==> src/design/i2cm_pkg.sv <==
// shared types, codes and helpers for the i2c master bit engine
// used by i2cm_in_stage, i2cm_seq and i2c_master_bit_engine
package i2cm_pkg;

  localparam logic [2:0] OP_START = 3'd0;
  localparam logic [2:0] OP_STOP  = 3'd1;
  localparam logic [2:0] OP_WRITE = 3'd2;
  localparam logic [2:0] OP_READ  = 3'd3;
  localparam logic [2:0] OP_WAIT  = 3'd4;

  localparam logic [7:0] CFG_PHASE_TICKS = 8'd0;
  localparam logic [7:0] CFG_ACK_LIMIT   = 8'd1;

  localparam logic [7:0] PHASE_TICKS_RST = 8'd20;
  localparam logic [7:0] ACK_LIMIT_RST   = 8'd250;

  typedef enum logic [15:0] {
    ST_IDLE    = 16'h0001,
    ST_STA_HI  = 16'h0002,
    ST_STA_LO  = 16'h0004,
    ST_STP_LO  = 16'h0008,
    ST_STP_HI  = 16'h0010,
    ST_WR_SET  = 16'h0020,
    ST_WR_HI   = 16'h0040,
    ST_WR_LO   = 16'h0080,
    ST_WR_TAIL = 16'h0100,
    ST_RD_LO   = 16'h0200,
    ST_RD_HI   = 16'h0400,
    ST_AK_LO   = 16'h0800,
    ST_AK_HI   = 16'h1000,
    ST_WA_PRE  = 16'h2000,
    ST_WA_HI   = 16'h4000,
    ST_WA_POLL = 16'h8000
  } step_t;

  typedef struct packed {
    logic       cmd_valid;
    logic [2:0] opcode;
    logic [7:0] tx_byte;
    logic       send_ack;
    logic       sda_in;
  } item_t;

  typedef struct packed {
    logic [7:0] phase_ticks;
    logic [7:0] ack_poll_limit;
  } cfg_t;

  typedef struct packed {
    logic drv;
    logic sda;
    logic scl;
  } pins_t;

  typedef struct packed {
    logic       ack_fail;
    logic [7:0] rx_byte;
    logic       done_res;
    logic       busy_res;
    logic       sda_drive;
    logic       sda_level;
    logic       scl_level;
  } res_t;

  // released sda always reads as high
  function automatic pins_t set_pins(input logic scl, input logic sda, input logic drv);
    pins_t p;
    p.scl = scl;
    p.sda = drv ? sda : 1'b1;
    p.drv = drv;
    return p;
  endfunction

endpackage

==> src/design/i2cm_in_stage.sv <==
// input register for tick items
// depends on i2cm_pkg
module i2cm_in_stage (
  input  logic           clk,
  input  logic           rst_n,
  input  logic           in_valid,
  output logic           in_ready,
  input  i2cm_pkg::item_t in_item,
  input  logic           take,
  output logic           item_valid,
  output i2cm_pkg::item_t item
);

  logic            valid_r, valid_nxt;
  i2cm_pkg::item_t item_r;

  assign in_ready   = !valid_r || take;
  assign item_valid = valid_r;
  assign item       = item_r;

  always_comb begin
    valid_nxt = valid_r;
    if (in_valid && in_ready) begin
      valid_nxt = 1'b1;
    end else if (take) begin
      valid_nxt = 1'b0;
    end
  end

  always_ff @(posedge clk) begin
    if (!rst_n) begin
      valid_r <= 1'b0;
    end else begin
      valid_r <= valid_nxt;
    end
  end

  always_ff @(posedge clk) begin
    if (in_valid && in_ready) begin
      item_r <= in_item;
    end
  end

endmodule

==> src/design/i2cm_seq.sv <==
// bus sequencer: state registers and one-tick next-state logic
// depends on i2cm_pkg
module i2cm_seq (
  input  logic            clk,
  input  logic            rst_n,
  input  logic            step_en,
  input  i2cm_pkg::item_t item,
  input  i2cm_pkg::cfg_t  cfg,
  output i2cm_pkg::res_t  res
);

  i2cm_pkg::step_t step_r, step_nxt;
  logic [7:0]      phase_r, phase_nxt;
  logic [3:0]      bit_r, bit_nxt;
  logic [7:0]      shift_r, shift_nxt;
  logic [7:0]      poll_r, poll_nxt;
  i2cm_pkg::pins_t pins_r, pins_nxt;
  logic            ack_r, ack_nxt;
  logic [7:0]      rx_r, rx_nxt;
  logic            fail_r, fail_nxt;

  logic [7:0] full, half, pc_dec, shift_sh;
  logic       done, poll_now;

  assign full     = (cfg.phase_ticks == 8'd0) ? 8'd1 : cfg.phase_ticks;
  assign half     = (full[7:1] == 7'd0) ? 8'd1 : {1'b0, full[7:1]};
  assign pc_dec   = (phase_r != 8'd0) ? phase_r - 8'd1 : 8'd0;
  assign shift_sh = {shift_r[6:0], 1'b0};

  always_comb begin
    step_nxt  = step_r;
    phase_nxt = phase_r;
    bit_nxt   = bit_r;
    shift_nxt = shift_r;
    poll_nxt  = poll_r;
    pins_nxt  = pins_r;
    ack_nxt   = ack_r;
    rx_nxt    = rx_r;
    fail_nxt  = fail_r;
    done      = 1'b0;
    poll_now  = 1'b0;

    if (step_r == i2cm_pkg::ST_IDLE) begin
      if (item.cmd_valid) begin
        case (item.opcode)
          i2cm_pkg::OP_START: begin
            pins_nxt  = i2cm_pkg::set_pins(1'b1, 1'b1, 1'b1);
            step_nxt  = i2cm_pkg::ST_STA_HI;
            phase_nxt = full;
          end
          i2cm_pkg::OP_STOP: begin
            pins_nxt  = i2cm_pkg::set_pins(1'b0, 1'b0, 1'b1);
            step_nxt  = i2cm_pkg::ST_STP_LO;
            phase_nxt = full;
          end
          i2cm_pkg::OP_WRITE: begin
            shift_nxt = item.tx_byte;
            bit_nxt   = 4'd0;
            pins_nxt  = i2cm_pkg::set_pins(1'b0, item.tx_byte[7], 1'b1);
            step_nxt  = i2cm_pkg::ST_WR_SET;
            phase_nxt = full;
          end
          i2cm_pkg::OP_READ: begin
            shift_nxt = 8'd0;
            bit_nxt   = 4'd0;
            ack_nxt   = item.send_ack;
            pins_nxt  = i2cm_pkg::set_pins(1'b0, 1'b1, 1'b0);
            step_nxt  = i2cm_pkg::ST_RD_LO;
            phase_nxt = full;
          end
          i2cm_pkg::OP_WAIT: begin
            poll_nxt  = 8'd0;
            pins_nxt  = i2cm_pkg::set_pins(pins_r.scl, 1'b1, 1'b0);
            step_nxt  = i2cm_pkg::ST_WA_PRE;
            phase_nxt = half;
          end
          default: begin
          end
        endcase
      end
    end else if (step_r == i2cm_pkg::ST_WA_POLL) begin
      poll_now = 1'b1;
    end else begin
      phase_nxt = pc_dec;
      if (pc_dec == 8'd0) begin
        case (step_r)
          i2cm_pkg::ST_STA_HI: begin
            pins_nxt  = i2cm_pkg::set_pins(1'b1, 1'b0, 1'b1);
            step_nxt  = i2cm_pkg::ST_STA_LO;
            phase_nxt = full;
          end
          i2cm_pkg::ST_STA_LO: begin
            pins_nxt = i2cm_pkg::set_pins(1'b0, 1'b0, 1'b1);
            step_nxt = i2cm_pkg::ST_IDLE;
            done     = 1'b1;
          end
          i2cm_pkg::ST_STP_LO: begin
            pins_nxt  = i2cm_pkg::set_pins(1'b1, 1'b1, 1'b1);
            step_nxt  = i2cm_pkg::ST_STP_HI;
            phase_nxt = full;
          end
          i2cm_pkg::ST_STP_HI, i2cm_pkg::ST_WR_TAIL: begin
            step_nxt = i2cm_pkg::ST_IDLE;
            done     = 1'b1;
          end
          i2cm_pkg::ST_WR_SET: begin
            pins_nxt  = i2cm_pkg::set_pins(1'b1, pins_r.sda, 1'b1);
            step_nxt  = i2cm_pkg::ST_WR_HI;
            phase_nxt = full;
          end
          i2cm_pkg::ST_WR_HI: begin
            pins_nxt  = i2cm_pkg::set_pins(1'b0, pins_r.sda, 1'b1);
            step_nxt  = i2cm_pkg::ST_WR_LO;
            phase_nxt = full;
          end
          i2cm_pkg::ST_WR_LO: begin
            bit_nxt   = bit_r + 4'd1;
            phase_nxt = full;
            if (bit_nxt < 4'd8) begin
              shift_nxt = shift_sh;
              pins_nxt  = i2cm_pkg::set_pins(1'b0, shift_sh[7], 1'b1);
              step_nxt  = i2cm_pkg::ST_WR_SET;
            end else begin
              step_nxt = i2cm_pkg::ST_WR_TAIL;
            end
          end
          i2cm_pkg::ST_RD_LO: begin
            pins_nxt  = i2cm_pkg::set_pins(1'b1, 1'b1, 1'b0);
            shift_nxt = {shift_r[6:0], item.sda_in};
            bit_nxt   = bit_r + 4'd1;
            step_nxt  = i2cm_pkg::ST_RD_HI;
            phase_nxt = full;
          end
          i2cm_pkg::ST_RD_HI: begin
            phase_nxt = full;
            if (bit_r < 4'd8) begin
              pins_nxt = i2cm_pkg::set_pins(1'b0, 1'b1, 1'b0);
              step_nxt = i2cm_pkg::ST_RD_LO;
            end else begin
              pins_nxt = i2cm_pkg::set_pins(1'b0, !ack_r, 1'b1);
              step_nxt = i2cm_pkg::ST_AK_LO;
            end
          end
          i2cm_pkg::ST_AK_LO: begin
            pins_nxt  = i2cm_pkg::set_pins(1'b1, pins_r.sda, 1'b1);
            step_nxt  = i2cm_pkg::ST_AK_HI;
            phase_nxt = full;
          end
          i2cm_pkg::ST_AK_HI: begin
            pins_nxt = i2cm_pkg::set_pins(1'b0, pins_r.sda, 1'b1);
            rx_nxt   = shift_r;
            step_nxt = i2cm_pkg::ST_IDLE;
            done     = 1'b1;
          end
          i2cm_pkg::ST_WA_PRE: begin
            pins_nxt  = i2cm_pkg::set_pins(1'b1, 1'b1, 1'b0);
            step_nxt  = i2cm_pkg::ST_WA_HI;
            phase_nxt = half;
          end
          i2cm_pkg::ST_WA_HI: begin
            poll_now = 1'b1;
          end
          default: begin
            step_nxt = i2cm_pkg::ST_IDLE;
          end
        endcase
      end
    end

    // ack poll: low ends the command, too many high polls force a stop
    if (poll_now) begin
      if (!item.sda_in) begin
        pins_nxt = i2cm_pkg::set_pins(1'b0, 1'b1, 1'b0);
        fail_nxt = 1'b0;
        step_nxt = i2cm_pkg::ST_IDLE;
        done     = 1'b1;
      end else if (poll_r >= cfg.ack_poll_limit) begin
        fail_nxt  = 1'b1;
        pins_nxt  = i2cm_pkg::set_pins(1'b0, 1'b0, 1'b1);
        step_nxt  = i2cm_pkg::ST_STP_LO;
        phase_nxt = full;
      end else begin
        poll_nxt = poll_r + 8'd1;
        step_nxt = i2cm_pkg::ST_WA_POLL;
      end
    end
  end

  always_comb begin
    res.scl_level = pins_nxt.scl;
    res.sda_level = pins_nxt.sda;
    res.sda_drive = pins_nxt.drv;
    res.busy_res  = (step_nxt != i2cm_pkg::ST_IDLE);
    res.done_res  = done;
    res.rx_byte   = rx_nxt;
    res.ack_fail  = fail_nxt;
  end

  always_ff @(posedge clk) begin
    if (!rst_n) begin
      step_r  <= i2cm_pkg::ST_IDLE;
      phase_r <= 8'd0;
      bit_r   <= 4'd0;
      shift_r <= 8'd0;
      poll_r  <= 8'd0;
      pins_r  <= i2cm_pkg::set_pins(1'b1, 1'b1, 1'b0);
      ack_r   <= 1'b0;
      rx_r    <= 8'd0;
      fail_r  <= 1'b0;
    end else if (step_en) begin
      step_r  <= step_nxt;
      phase_r <= phase_nxt;
      bit_r   <= bit_nxt;
      shift_r <= shift_nxt;
      poll_r  <= poll_nxt;
      pins_r  <= pins_nxt;
      ack_r   <= ack_nxt;
      rx_r    <= rx_nxt;
      fail_r  <= fail_nxt;
    end
  end

endmodule

==> src/design/i2c_master_bit_engine.sv <==
// i2c master bit engine: one tick item in, one pin/status item out
// path: input register, one-tick sequencer update, result register; throughput 1 item per cycle
// while out_tready does not hold back the result register
// synchronous active-low reset: sequencer idle, scl high, sda released,
// phase_ticks 20, ack_poll_limit 250, no items held
module i2c_master_bit_engine (
  input  logic        clk,
  input  logic        rst_n,
  input  logic        in_tvalid,
  output logic        in_tready,
  input  logic [15:0] in_tdata,   // tx_byte[7:0], send_ack[8], sda_in[9], zero[15:10]
  input  logic [3:0]  in_tuser,   // cmd_valid[0], opcode[3:1]
  output logic        out_tvalid,
  input  logic        out_tready,
  output logic [15:0] out_tdata,  // scl_level, sda_level, sda_drive, busy_res, done_res,
                                  // rx_byte[12:5], ack_fail[13], zero[15:14]
  input  logic        cfg_valid,
  output logic        cfg_ready,
  input  logic [7:0]  cfg_index,
  input  logic [7:0]  cfg_data
);

  i2cm_pkg::item_t in_item, item;
  i2cm_pkg::cfg_t  cfg_r;
  i2cm_pkg::res_t  res, res_r;
  logic            item_valid, adv, out_valid_r, out_valid_nxt;

  assign in_item.cmd_valid = in_tuser[0];
  assign in_item.opcode    = in_tuser[3:1];
  assign in_item.tx_byte   = in_tdata[7:0];
  assign in_item.send_ack  = in_tdata[8];
  assign in_item.sda_in    = in_tdata[9];

  assign adv = item_valid && (!out_valid_r || out_tready);

  i2cm_in_stage u_in (
    .clk        (clk),
    .rst_n      (rst_n),
    .in_valid   (in_tvalid),
    .in_ready   (in_tready),
    .in_item    (in_item),
    .take       (adv),
    .item_valid (item_valid),
    .item       (item)
  );

  i2cm_seq u_seq (
    .clk     (clk),
    .rst_n   (rst_n),
    .step_en (adv),
    .item    (item),
    .cfg     (cfg_r),
    .res     (res)
  );

  assign cfg_ready = 1'b1;

  always_ff @(posedge clk) begin
    if (!rst_n) begin
      cfg_r.phase_ticks    <= i2cm_pkg::PHASE_TICKS_RST;
      cfg_r.ack_poll_limit <= i2cm_pkg::ACK_LIMIT_RST;
    end else if (cfg_valid && cfg_ready) begin
      if (cfg_index == i2cm_pkg::CFG_PHASE_TICKS) begin
        cfg_r.phase_ticks <= cfg_data;
      end else if (cfg_index == i2cm_pkg::CFG_ACK_LIMIT) begin
        cfg_r.ack_poll_limit <= cfg_data;
      end
    end
  end

  always_comb begin
    out_valid_nxt = out_valid_r;
    if (adv) begin
      out_valid_nxt = 1'b1;
    end else if (out_tready) begin
      out_valid_nxt = 1'b0;
    end
  end

  always_ff @(posedge clk) begin
    if (!rst_n) begin
      out_valid_r <= 1'b0;
    end else begin
      out_valid_r <= out_valid_nxt;
    end
  end

  always_ff @(posedge clk) begin
    if (adv) begin
      res_r <= res;
    end
  end

  assign out_tvalid = out_valid_r;
  assign out_tdata  = {2'b00, res_r.ack_fail, res_r.rx_byte, res_r.done_res, res_r.busy_res,
                       res_r.sda_drive, res_r.sda_level, res_r.scl_level};

  a_done_not_busy: assert property (@(posedge clk) disable iff (!rst_n)
    out_valid_r |-> !(res_r.done_res && res_r.busy_res))
    else $error("done and busy in the same item");

  a_released_high: assert property (@(posedge clk) disable iff (!rst_n)
    (out_valid_r && !res_r.sda_drive) |-> res_r.sda_level)
    else $error("released sda not reported high");

  a_ready_when_empty: assert property (@(posedge clk) disable iff (!rst_n)
    !out_valid_r |-> in_tready)
    else $error("input stalled with empty result register");

  a_result_follows: assert property (@(posedge clk) disable iff (!rst_n)
    adv |=> out_valid_r)
    else $error("sequencer step produced no result item");

endmodule
==> config.mk <==
export PLATFORM = sky130hd
export DESIGN_NAME = i2c_master_bit_engine
export DESIGN_NICKNAME = d
export VERILOG_FILES = /design/src/design/i2cm_pkg.sv /design/src/design/i2cm_in_stage.sv /design/src/design/i2cm_seq.sv /design/src/design/i2c_master_bit_engine.sv
export SDC_FILE = /design/constraint.sdc
export NUM_CORES = 1
export LEC_CHECK = 0
export BUFFER_PORTS_ARGS = -buffer_cell sky130_fd_sc_hd__buf_2
export CAP_MARGIN = 20
export CORE_MARGIN = 8
export CORE_UTILIZATION = 35
export DETAILED_ROUTE_END_ITERATION = 12
export PLACE_DENSITY = 0.56
export SETUP_SLACK_MARGIN = 0.15
export SLEW_MARGIN = 5
export SYNTH_ARGS = -nofsm -noshare
export SYNTH_HDL_FRONTEND = slang
export SYNTH_HIERARCHICAL = 1
export SYNTH_SLANG_ARGS = --single-unit
==> constraint.sdc <==
create_clock -name clk -period 2.91 [get_ports clk]
set_input_delay 0.291 -clock clk [delete_from_list [all_inputs] [get_ports clk]]
set_output_delay 0.291 -clock clk [all_outputs]
set_load 0.1 [all_outputs]
==> run metrics, run 1 <==
Ant. Diodes=0; Post-synth EDFFs=28; sequential area share after synthesis=36.66%; number of buffers added on ports=50; Setup TNS=0 ns; Crit Reg-Reg Startpoint=u_seq/phase_r[5]$_SDFFE_PN0P_; Worst Setup Start Kind=register; Routed Antenna Nets=0; drt pass-1 iters=5; run status=completed; TritonCTS clock tree=done; initial core utilization=35.56%; Die Span Y=151.1 um; routed length per placed instance=18.24 um; critical path class=reg -> reg; worst hold path class=in -> reg; design area=0.007828 mm^2; share of post-route cells with drive strength above 1=28.04%; latest clock arrival within the worst-skew pair=0.36 ns; Clock transition at path regs=0.08 ns; share of the synthesized area in the top cell type=23.50%; Max Freq=359.5 MHz; FF-to-FF setup slack=0.13 ns; DRT iter0 DRCs=664; Worst Path Required=2.98 ns; pin count of the biggest net entering global routing=65; CTS max path bufs=2; area grow syn2layout=22.52%; Slew Limit Headroom=58.87%; vias in the first global route=5741; Setup crit end=out_tdata[3]$_DFFE_PP_; HPWL Detailed=14.19 mm; most instantiated cells after synthesis=nand2_1, dfxtp_1, nor2_1, a21oi_1, clkbuf_1; DRC Markers=0; most common cell in the netlist=nand2_1; Global Route Usage Sum=17.37%; antenna violations before repair=0; pwr dens=500.4 mW/mm^2; fin crit period=2.781 ns; Mapped Area=0.006389 mm^2; Core ar.=0.01796 mm^2; area leader, netlist=dfxtp_1; Worst Setup SP=u_seq/phase_r[5]$_SDFFE_PN0P_; R2R Path End=out_tdata[3]$_DFFE_PP_; max-slew violations=0; vias=5950; Async SR Flop Fraction=0%; R2R cell count=8; Rows=49; Final Power=0.003917 W; FF+latch count, synth=103; Syn Area/Cell=8.587 um^2; Sink Count=103; Max Clock Skew=0.01182 ns; post-synth cell types=87; final setup fails=0; Util after Layout=43.57%; leakage power=3.194 nW; H-tree depth=3; CTS root buf=clkbuf_16; Hold Path Cell Cnt=1; maxcap violations=0; Worst EP arrival=2.85 ns; Avg Vias per Cell=5.576; final net count=885; CP Max Fanout=7; full die area=0.02283 mm^2; CTS Buf Count=9; DP Area=0.007303 mm^2; unrepaired setup endpoints after global routing=yes; Main synth FF type=dfxtp_1; synth warn=6; routability cong.=0.9408; endpoints failing hold=0; Setup crit end kind=register; total gr overflow=0; peak supply drop=286.0 uV; ranking of synthesized cells by area=dfxtp_1, edfxtp_1, nand2_1; Slew @ Worst Pin=0.6113 ns; Cells after Synth=744; fin crit share=95.58%; Fillers=1771; Post-Route WL=19.46 mm; Die W=151.1 um; I/O pins=60; first-pass GRT wire length=31.24 mm
==> routing by layer <==
| metal | track usage (%) | up-vias | routed length, um |
|---|---|---|---|
| met5 | 0 | - | 0 |
| met4 | 6.432 | 0 | 404 |
| met3 | 4.033 | 31 | 1292 |
| met2 | 25.54 | 214 | 8498 |
| met1 | 24.22 | 2806 | 9264 |
| li1 | - | 2899 | - |
==> report_power, final <==
part           internal [W]  total (W)  switching, W
clock network      0.000616    0.00125      0.000636
registers           0.00154    0.00159     0.0000438
logic              0.000410    0.00108      0.000670
==> layout make-up <==
cell class	instances	area [um^2]	area share, %
clock buffers	9	225.2	2.877
clock inverters	7	86.33	1.103
inverters	27	115.1	1.471
multi-input cells	559	3862	49.34
flip-flops and latches	103	2346	29.97
well taps	229	286.5	3.660
repair buffers	133	905.9	11.57
==> flip-flops by register name, indices dropped and copies added, names as in the netlist, 3 cells and up <==
name	cells
cfg_r	16
u_seq/step_r	16
out_tdata	14
u_in/item	14
u_seq/phase_r	8
u_seq/poll_r	8
u_seq/rx_r	8
u_seq/shift_r	8
u_seq/bit_r	4
u_seq/pins_r	3
==> what timing repair did <==
item,4_1_cts,5_1_grt
gates resized for setup,11,25
buffers inserted,3,4
hold buffers,0,0
pin swaps,7,13
endpoints found under the setup margin,23,53
==> placed cells by master, fill, tap and decap left out, types with 5 or more instances in the layout <==
master     count
o211a_1        9
or2_2          9
a21o_1        11
nor4_2         6
a22oi_1        7
nand3_1       27
nand2b_1       7
o22ai_1        5
a21oi_1       49
dfxtp_1       72
edfxtp_1      28
mux2_4         8
mux2_2         6
ha_1          10
and3_1         6
o21ai_1        6
mux2i_1       24
nand4_1       19
a31oi_1        7
nand2_1       76
nor4b_1        5
nor2_1        72
nor3_1        16
o21ai_0       26
inv_1         26
clkbuf_16      9
or4_4          8
a211oi_1       6
nor2b_1       20
buf_4         79
buf_2         50
==> worst max-delay path, cell delays in order (launching register included) <==
cell and delay, ns:
dfxtp_1 0.41, nor4_1 0.56, and2_1 0.24, a41o_2 0.13, and3_4 0.21, a21oi_2 0.05, or4_4 0.53, nor4_4 0.17
nand4_1 0.19
==> cells by family after synthesis <==
family	Yosys count	share of synthesized area, %
AOI/OAI and AO/OA	171	18.72
other	2	0.1176
muxes	39	6.855
buffers and inverters	83	5.895
xor gates and xnor gates	8	1.097
DFF	103	36.66
adders and majority gates	11	2.154
and+or+nand+nor	327	28.50
==> how the worst min path moves through the flow <==
stage | startpoint | endpoint | slack (ns)
finish | in_tdata[4] | u_in/item[6]$_DFFE_PP_ | 0.1
global route | in_tdata[2] | u_in/item[4]$_DFFE_PP_ | 0.08
CTS | in_tdata[4] | u_in/item[6]$_DFFE_PP_ | 0.09
detailed placement | u_seq/shift_r[7]$_SDFFE_PN0P_ | u_seq/shift_r[7]$_SDFFE_PN0P_ | 0.45
global placement | cfg_r[2]$_SDFFE_PN0P_ | cfg_r[2]$_SDFFE_PN0P_ | 0.45
floorplan | in_tdata[9] | u_in/item[0]$_DFFE_PP_ | 0.39
==> per-stage QoR <==
step,worst slack (ns),hold WS (ns),instances
6_report,0.1286,0.09683,1067
5_1_grt,0.06292,0.08162,1067
4_1_cts,0.1281,0.08622,1063
3_5_place_dp,0.003730,0.4491,1044
3_3_place_gp,0.05456,0.4457,1044
2_1_floorplan,0.06746,0.3899,745
Note: power is estimated with default switching activity, not from simulation.
==> run 2: changes to the inputs <==
--- a/config.mk
+++ b/config.mk
@@ -11,6 +11,7 @@
 export CORE_UTILIZATION = 35
 export DETAILED_ROUTE_END_ITERATION = 12
 export PLACE_DENSITY = 0.56
+export RECOVER_POWER = 50
 export SETUP_SLACK_MARGIN = 0.15
 export SLEW_MARGIN = 5
 export SYNTH_ARGS = -nofsm -noshare
==> run 2 against run 1 <==
- register-to-register slack hardly changed
- global-route usage is the same
- worst setup slack better by 0.0085 ns
- sequential share of layout area up 0.27 points
- sequential cell count unchanged
- critical path type unchanged
- largest power group unchanged
- the flow now finishes with violations (capacitance limit, slew limit)
- via count shrank 0.67%
- cell count unchanged
- largest cell class unchanged
- clock power about the same
- critical endpoint unchanged
- final area decreased by 0.88%
- critical path depth unchanged
- die area unchanged
- non-clock buffer count stayed put
==> run metrics, run 2 (synthesis gave the netlist of run 1 again) <==
fin crit share=95.29%; peak supply drop=284.4 uV; R2R cell count=8; Core ar.=0.01796 mm^2; Setup crit end=out_tdata[3]$_DFFE_PP_; H-tree depth=3; Die Span Y=151.1 um; Max Clock Skew=0.01211 ns; DRC Markers=0; first-pass GRT wire length=31.24 mm; DRT iter0 DRCs=589; Max Freq=360.6 MHz; FF-to-FF setup slack=0.14 ns; Fillers=1791; Clock transition at path regs=0.08 ns; CP Max Fanout=5; Setup TNS=0 ns; latest clock arrival within the worst-skew pair=0.36 ns; Global Route Usage Sum=17.37%; Routed Antenna Nets=0; Slew @ Worst Pin=1.532 ns; vias in the first global route=5741; I/O pins=60; Worst Setup SP=u_seq/phase_r[3]$_SDFFE_PN0P_; Setup crit end kind=register; Rows=49; leakage power=3.114 nW; initial core utilization=35.56%; Worst EP arrival=2.85 ns; number of buffers added on ports=50; Die W=151.1 um; failing checks=capacitance limit, slew limit; vias=5910; commonest non-fill, non-tap cell in the layout=buf_4; maxcap violations=2; Sequential Area=0.002346 mm^2; final setup fails=0; Ant. Diodes=0; CTS max path bufs=2; Largest regs=cfg_r (16), u_seq/step_r (16); pin count of the biggest net entering global routing=65; final net count=885; endpoints failing hold=0; worst hold path class=in -> reg; routability cong.=0.9408; run status=finished, violations left; TritonCTS clock tree=done; CTS Buf Count=9; critical path class=reg -> reg; full die area=0.02283 mm^2; Crit Reg-Reg Startpoint=u_seq/phase_r[3]$_SDFFE_PN0P_; Avg Vias per Cell=5.539; area grow syn2layout=21.45%; share of post-route cells with drive strength above 1=25.18%; Sink Count=103; fin crit period=2.773 ns; CTS root buf=clkbuf_16; routed length per placed instance=18.20 um; Worst Path Required=2.98 ns; Slew Limit Headroom=-2.907%; HPWL Detailed=14.19 mm; unrepaired setup endpoints after global routing=yes; most frequent cells in the layout=buf_4, nand2_1, dfxtp_1, nor2_1, a21oi_1; pwr dens=503.0 mW/mm^2; area of the multi-input gates=0.003819 mm^2; Worst Setup Start Kind=register; max-slew violations=44; Post-Route WL=19.42 mm; Hold WS=0.09819 ns; antenna violations before repair=0; drt pass-1 iters=7; total gr overflow=0; R2R Path End=out_tdata[3]$_DFFE_PP_
[run 2: worst min path at each step]
stage	from	end	cells past startpoint
finish	in_tdata[4]	u_in/item[6]$_DFFE_PP_	1
global route	in_tdata[2]	u_in/item[4]$_DFFE_PP_	1
CTS	in_tdata[4]	u_in/item[6]$_DFFE_PP_	1
detailed placement	u_seq/shift_r[7]$_SDFFE_PN0P_	u_seq/shift_r[7]$_SDFFE_PN0P_	2
global placement	cfg_r[2]$_SDFFE_PN0P_	cfg_r[2]$_SDFFE_PN0P_	2
floorplan	in_tdata[9]	u_in/item[0]$_DFFE_PP_	0
[run 2: worst max-delay path: stages (launching register included)]
cell and delay, ns:
dfxtp_2 0.33, or4_4 0.56, nor2_4 0.17, mux2i_4 0.25
and3_4 0.24, a21oi_2 0.05, or4_4 0.53, nor4_4 0.17
nand4_1 0.19
[run 2: layout make-up]
| class | count | area share, % |
|---|---|---|
| Clock buffer | 9 | 2.903 |
| Clock inverter | 7 | 1.113 |
| Inverter | 27 | 1.484 |
| Multi-Input combinational cell | 559 | 49.22 |
| Sequential cell | 103 | 30.24 |
| Tap cell | 229 | 3.693 |
| Timing Repair Buffer | 133 | 11.35 |
[run 2: power by group]
| part | leakage (nW) | internal [W] | switching [W] |
|---|---|---|---|
| clock network | 0.150 | 0.000616 | 0.000635 |
| registers | 0.878 | 0.00154 | 0.0000435 |
| logic | 2.09 | 0.000402 | 0.000665 |
| total | 3.11 | 0.00256 | 0.00134 |
[run 2: routing by layer]
| metal | track usage, % | wire (um) | up-vias |
|---|---|---|---|
| li1 | - | - | 2902 |
| met1 | 24.22 | 9324 | 2764 |
| met2 | 25.54 | 8399 | 210 |
| met3 | 4.033 | 1268 | 34 |
| met4 | 6.432 | 423 | 0 |
| met5 | 0 | 0 | - |
[run 2: per-stage QoR]
step / utilization (%) / area (um^2) / instances / total power, W / setup WS [ns]
after global routing: 43.19 / 7759 / 1067 / 0.004072 / 0.06292
after floorplan: - / 6421 / 745 / 0.002293 / 0.06746
final: 43.19 / 7759 / 1067 / 0.003902 / 0.1371
after CTS: 42.74 / 7677 / 1063 / 0.003908 / 0.1281
after global placement: 40.66 / 7303 / 1044 / 0.002626 / 0.05456
after detailed placement: 40.66 / 7303 / 1044 / 0.002621 / 0.003730
[run 2: repair_timing]
item                                    4_1_cts  5_1_grt
hold buffers                                  0        0
cloned                                        0        0
setup buffers                                 3        4
endpoints found under the hold margin         0        0
pin swaps                                     7       13
gates resized for setup                      11       25
endpoints found under the setup margin       23       53
==> run 3: changes to the inputs <==
--- a/config.mk
+++ b/config.mk
@@ -5,12 +5,12 @@
 export SDC_FILE = /design/constraint.sdc
 export NUM_CORES = 1
 export LEC_CHECK = 0
-export BUFFER_PORTS_ARGS = -buffer_cell sky130_fd_sc_hd__buf_2
 export CAP_MARGIN = 20
 export CORE_MARGIN = 8
 export CORE_UTILIZATION = 35
 export DETAILED_ROUTE_END_ITERATION = 12
-export PLACE_DENSITY = 0.56
+export DONT_BUFFER_PORTS = 1
+export PLACE_DENSITY = 0.53
 export RECOVER_POWER = 50
 export SETUP_SLACK_MARGIN = 0.15
 export SLEW_MARGIN = 5
==> run 3 against run 2 <==
- the run now ends clean
- sequential cell count is the same
- clock skew is essentially flat
- final area shrank 1.8%
- worst setup slack gained 0.019 ns
- sequential share of layout area grew 0.56 points
- combinational power shrank 14%
==> run metrics, run 3 (synthesis gave the netlist of run 1 again) <==
Max Clock Skew=0.01190 ns; Slew Limit Headroom=2.985%; endpoints failing hold=0; Core ar.=0.01796 mm^2; vias in the first global route=5573; critical path class=reg -> reg; number of buffers added on ports=0; CTS root buf=clkbuf_16; HPWL Detailed=14.90 mm; Post-Route WL=19.98 mm; final setup fails=0; worst hold path class=in -> reg; routed length per placed instance=19.34 um; area grow syn2layout=19.31%; total gr overflow=0; Rows=49; pwr dens=501.8 mW/mm^2; final net count=851; pin count of the biggest net entering global routing=54; Max Freq=363.1 MHz; Slew @ Worst Pin=1.444 ns; fin crit period=2.754 ns; run status=completed; fin crit share=94.64%; design area=0.007622 mm^2; H-tree depth=3; Worst Path Required=3.01 ns; routability cong.=0.9329; Setup TNS=0 ns; CP Max Fanout=5; CTS Buf Count=9; Avg Vias per Cell=5.704; commonest non-fill, non-tap cell in the layout=buf_4; max-slew violations=0; peak supply drop=303.4 uV; Worst Setup Start Kind=register; full die area=0.02283 mm^2; leakage power=3.018 nW; Setup crit end kind=register; Largest regs=cfg_r (16), u_seq/step_r (16); Ant. Diodes=0; Clock transition at path regs=0.08 ns; vias=5892; CTS max path bufs=2; most frequent cells in the layout=buf_4, nand2_1, nor2_1; TritonCTS clock tree=done; DP Area=0.007116 mm^2; Sink Count=103; Die W=151.1 um; maxcap violations=0; I/O pins=60; unrepaired setup endpoints after global routing=yes; DRT iter0 DRCs=575; antenna violations before repair=0; DRC Markers=0; Die Span Y=151.1 um; share of post-route cells with drive strength above 1=23.63%; Fillers=1770; Routed Antenna Nets=0; drt pass-1 iters=5; latest clock arrival within the worst-skew pair=0.35 ns; first-pass GRT wire length=30.88 mm; Worst EP arrival=2.85 ns; initial core utilization=35.56%; Global Route Usage Sum=17.28%
==> run 3: metal layers <==
layer | vias up | track usage (%) | routed length [um]
met3 | 30 | 3.705 | 1157
met4 | 0 | 4.800 | 332
met1 | 2837 | 23.50 | 9207
met2 | 188 | 27.05 | 9278
met5 | - | 0 | 0
li1 | 2837 | - | -
==> run 3: repair_timing <==
item,in CTS,in global routing
pin swaps,4,10
cloned,0,1
setup buffers,1,11
gates resized for setup,11,23
hold buffers,0,0
setup endpoints to repair,22,43
==> run 3: worst max-delay path, stage by stage (launching register included) <==
cell and delay (ns):
dfxtp_2 0.33, or4_4 0.59, or4_4 0.61, o311ai_4 0.12
nor4b_4 0.12, a2111oi_4 0.34, nor2_1 0.09, nor3_2 0.21
nor2_1 0.09
==> run 3: worst paths after layout <==
path	start	endpoint	slack (ns)	cells past startpoint
worst min-delay path	in_tdata[3]	u_in/item[5]$_DFFE_PP_	0.03	0
worst max register to register	u_seq/step_r[8]$_SDFFE_PN0P_	out_tdata[0]$_DFFE_PP_	0.16	8
worst max-delay path	u_seq/step_r[8]$_SDFFE_PN0P_	out_tdata[0]$_DFFE_PP_	0.16	8
worst min register to register	cfg_r[2]$_SDFFE_PN0P_	cfg_r[2]$_SDFFE_PN0P_	0.47	2
==> run 3: stage by stage <==
stage	std cells	util, %	hold slack (ns)	power [W]	setup slack, ns
6_report	1033	42.43	0.03157	0.003825	0.1561
5_1_grt	1033	42.43	0.01100	0.003996	0.02439
4_1_cts	1021	41.56	0.01589	0.003818	0.1480
3_5_place_dp	1004	39.61	0.3860	0.002584	0.03759
3_3_place_gp	1004	39.61	0.3824	0.002579	0.06664
2_1_floorplan	745	-	0.3899	0.002293	0.06746
==> run 3: cell type report <==
type	count	area [um^2]	area share, %
Timing Repair Buffer	99	753.2	9.882
Tap cell	229	286.5	3.759
Clock buffer	10	229.0	3.004
Sequential cell	103	2347	30.79
Inverter	27	115.1	1.510
Multi-Input combinational cell	559	3829	50.23
Clock inverter	6	62.56	0.8207
==> run 3: where the power goes <==
part | internal (W) | total [W] | switching (W)
Combinational | 0.000388 | 0.000920 | 0.000532
Clock | 0.000604 | 0.00120 | 0.000596
Sequential | 0.00154 | 0.00170 | 0.000162
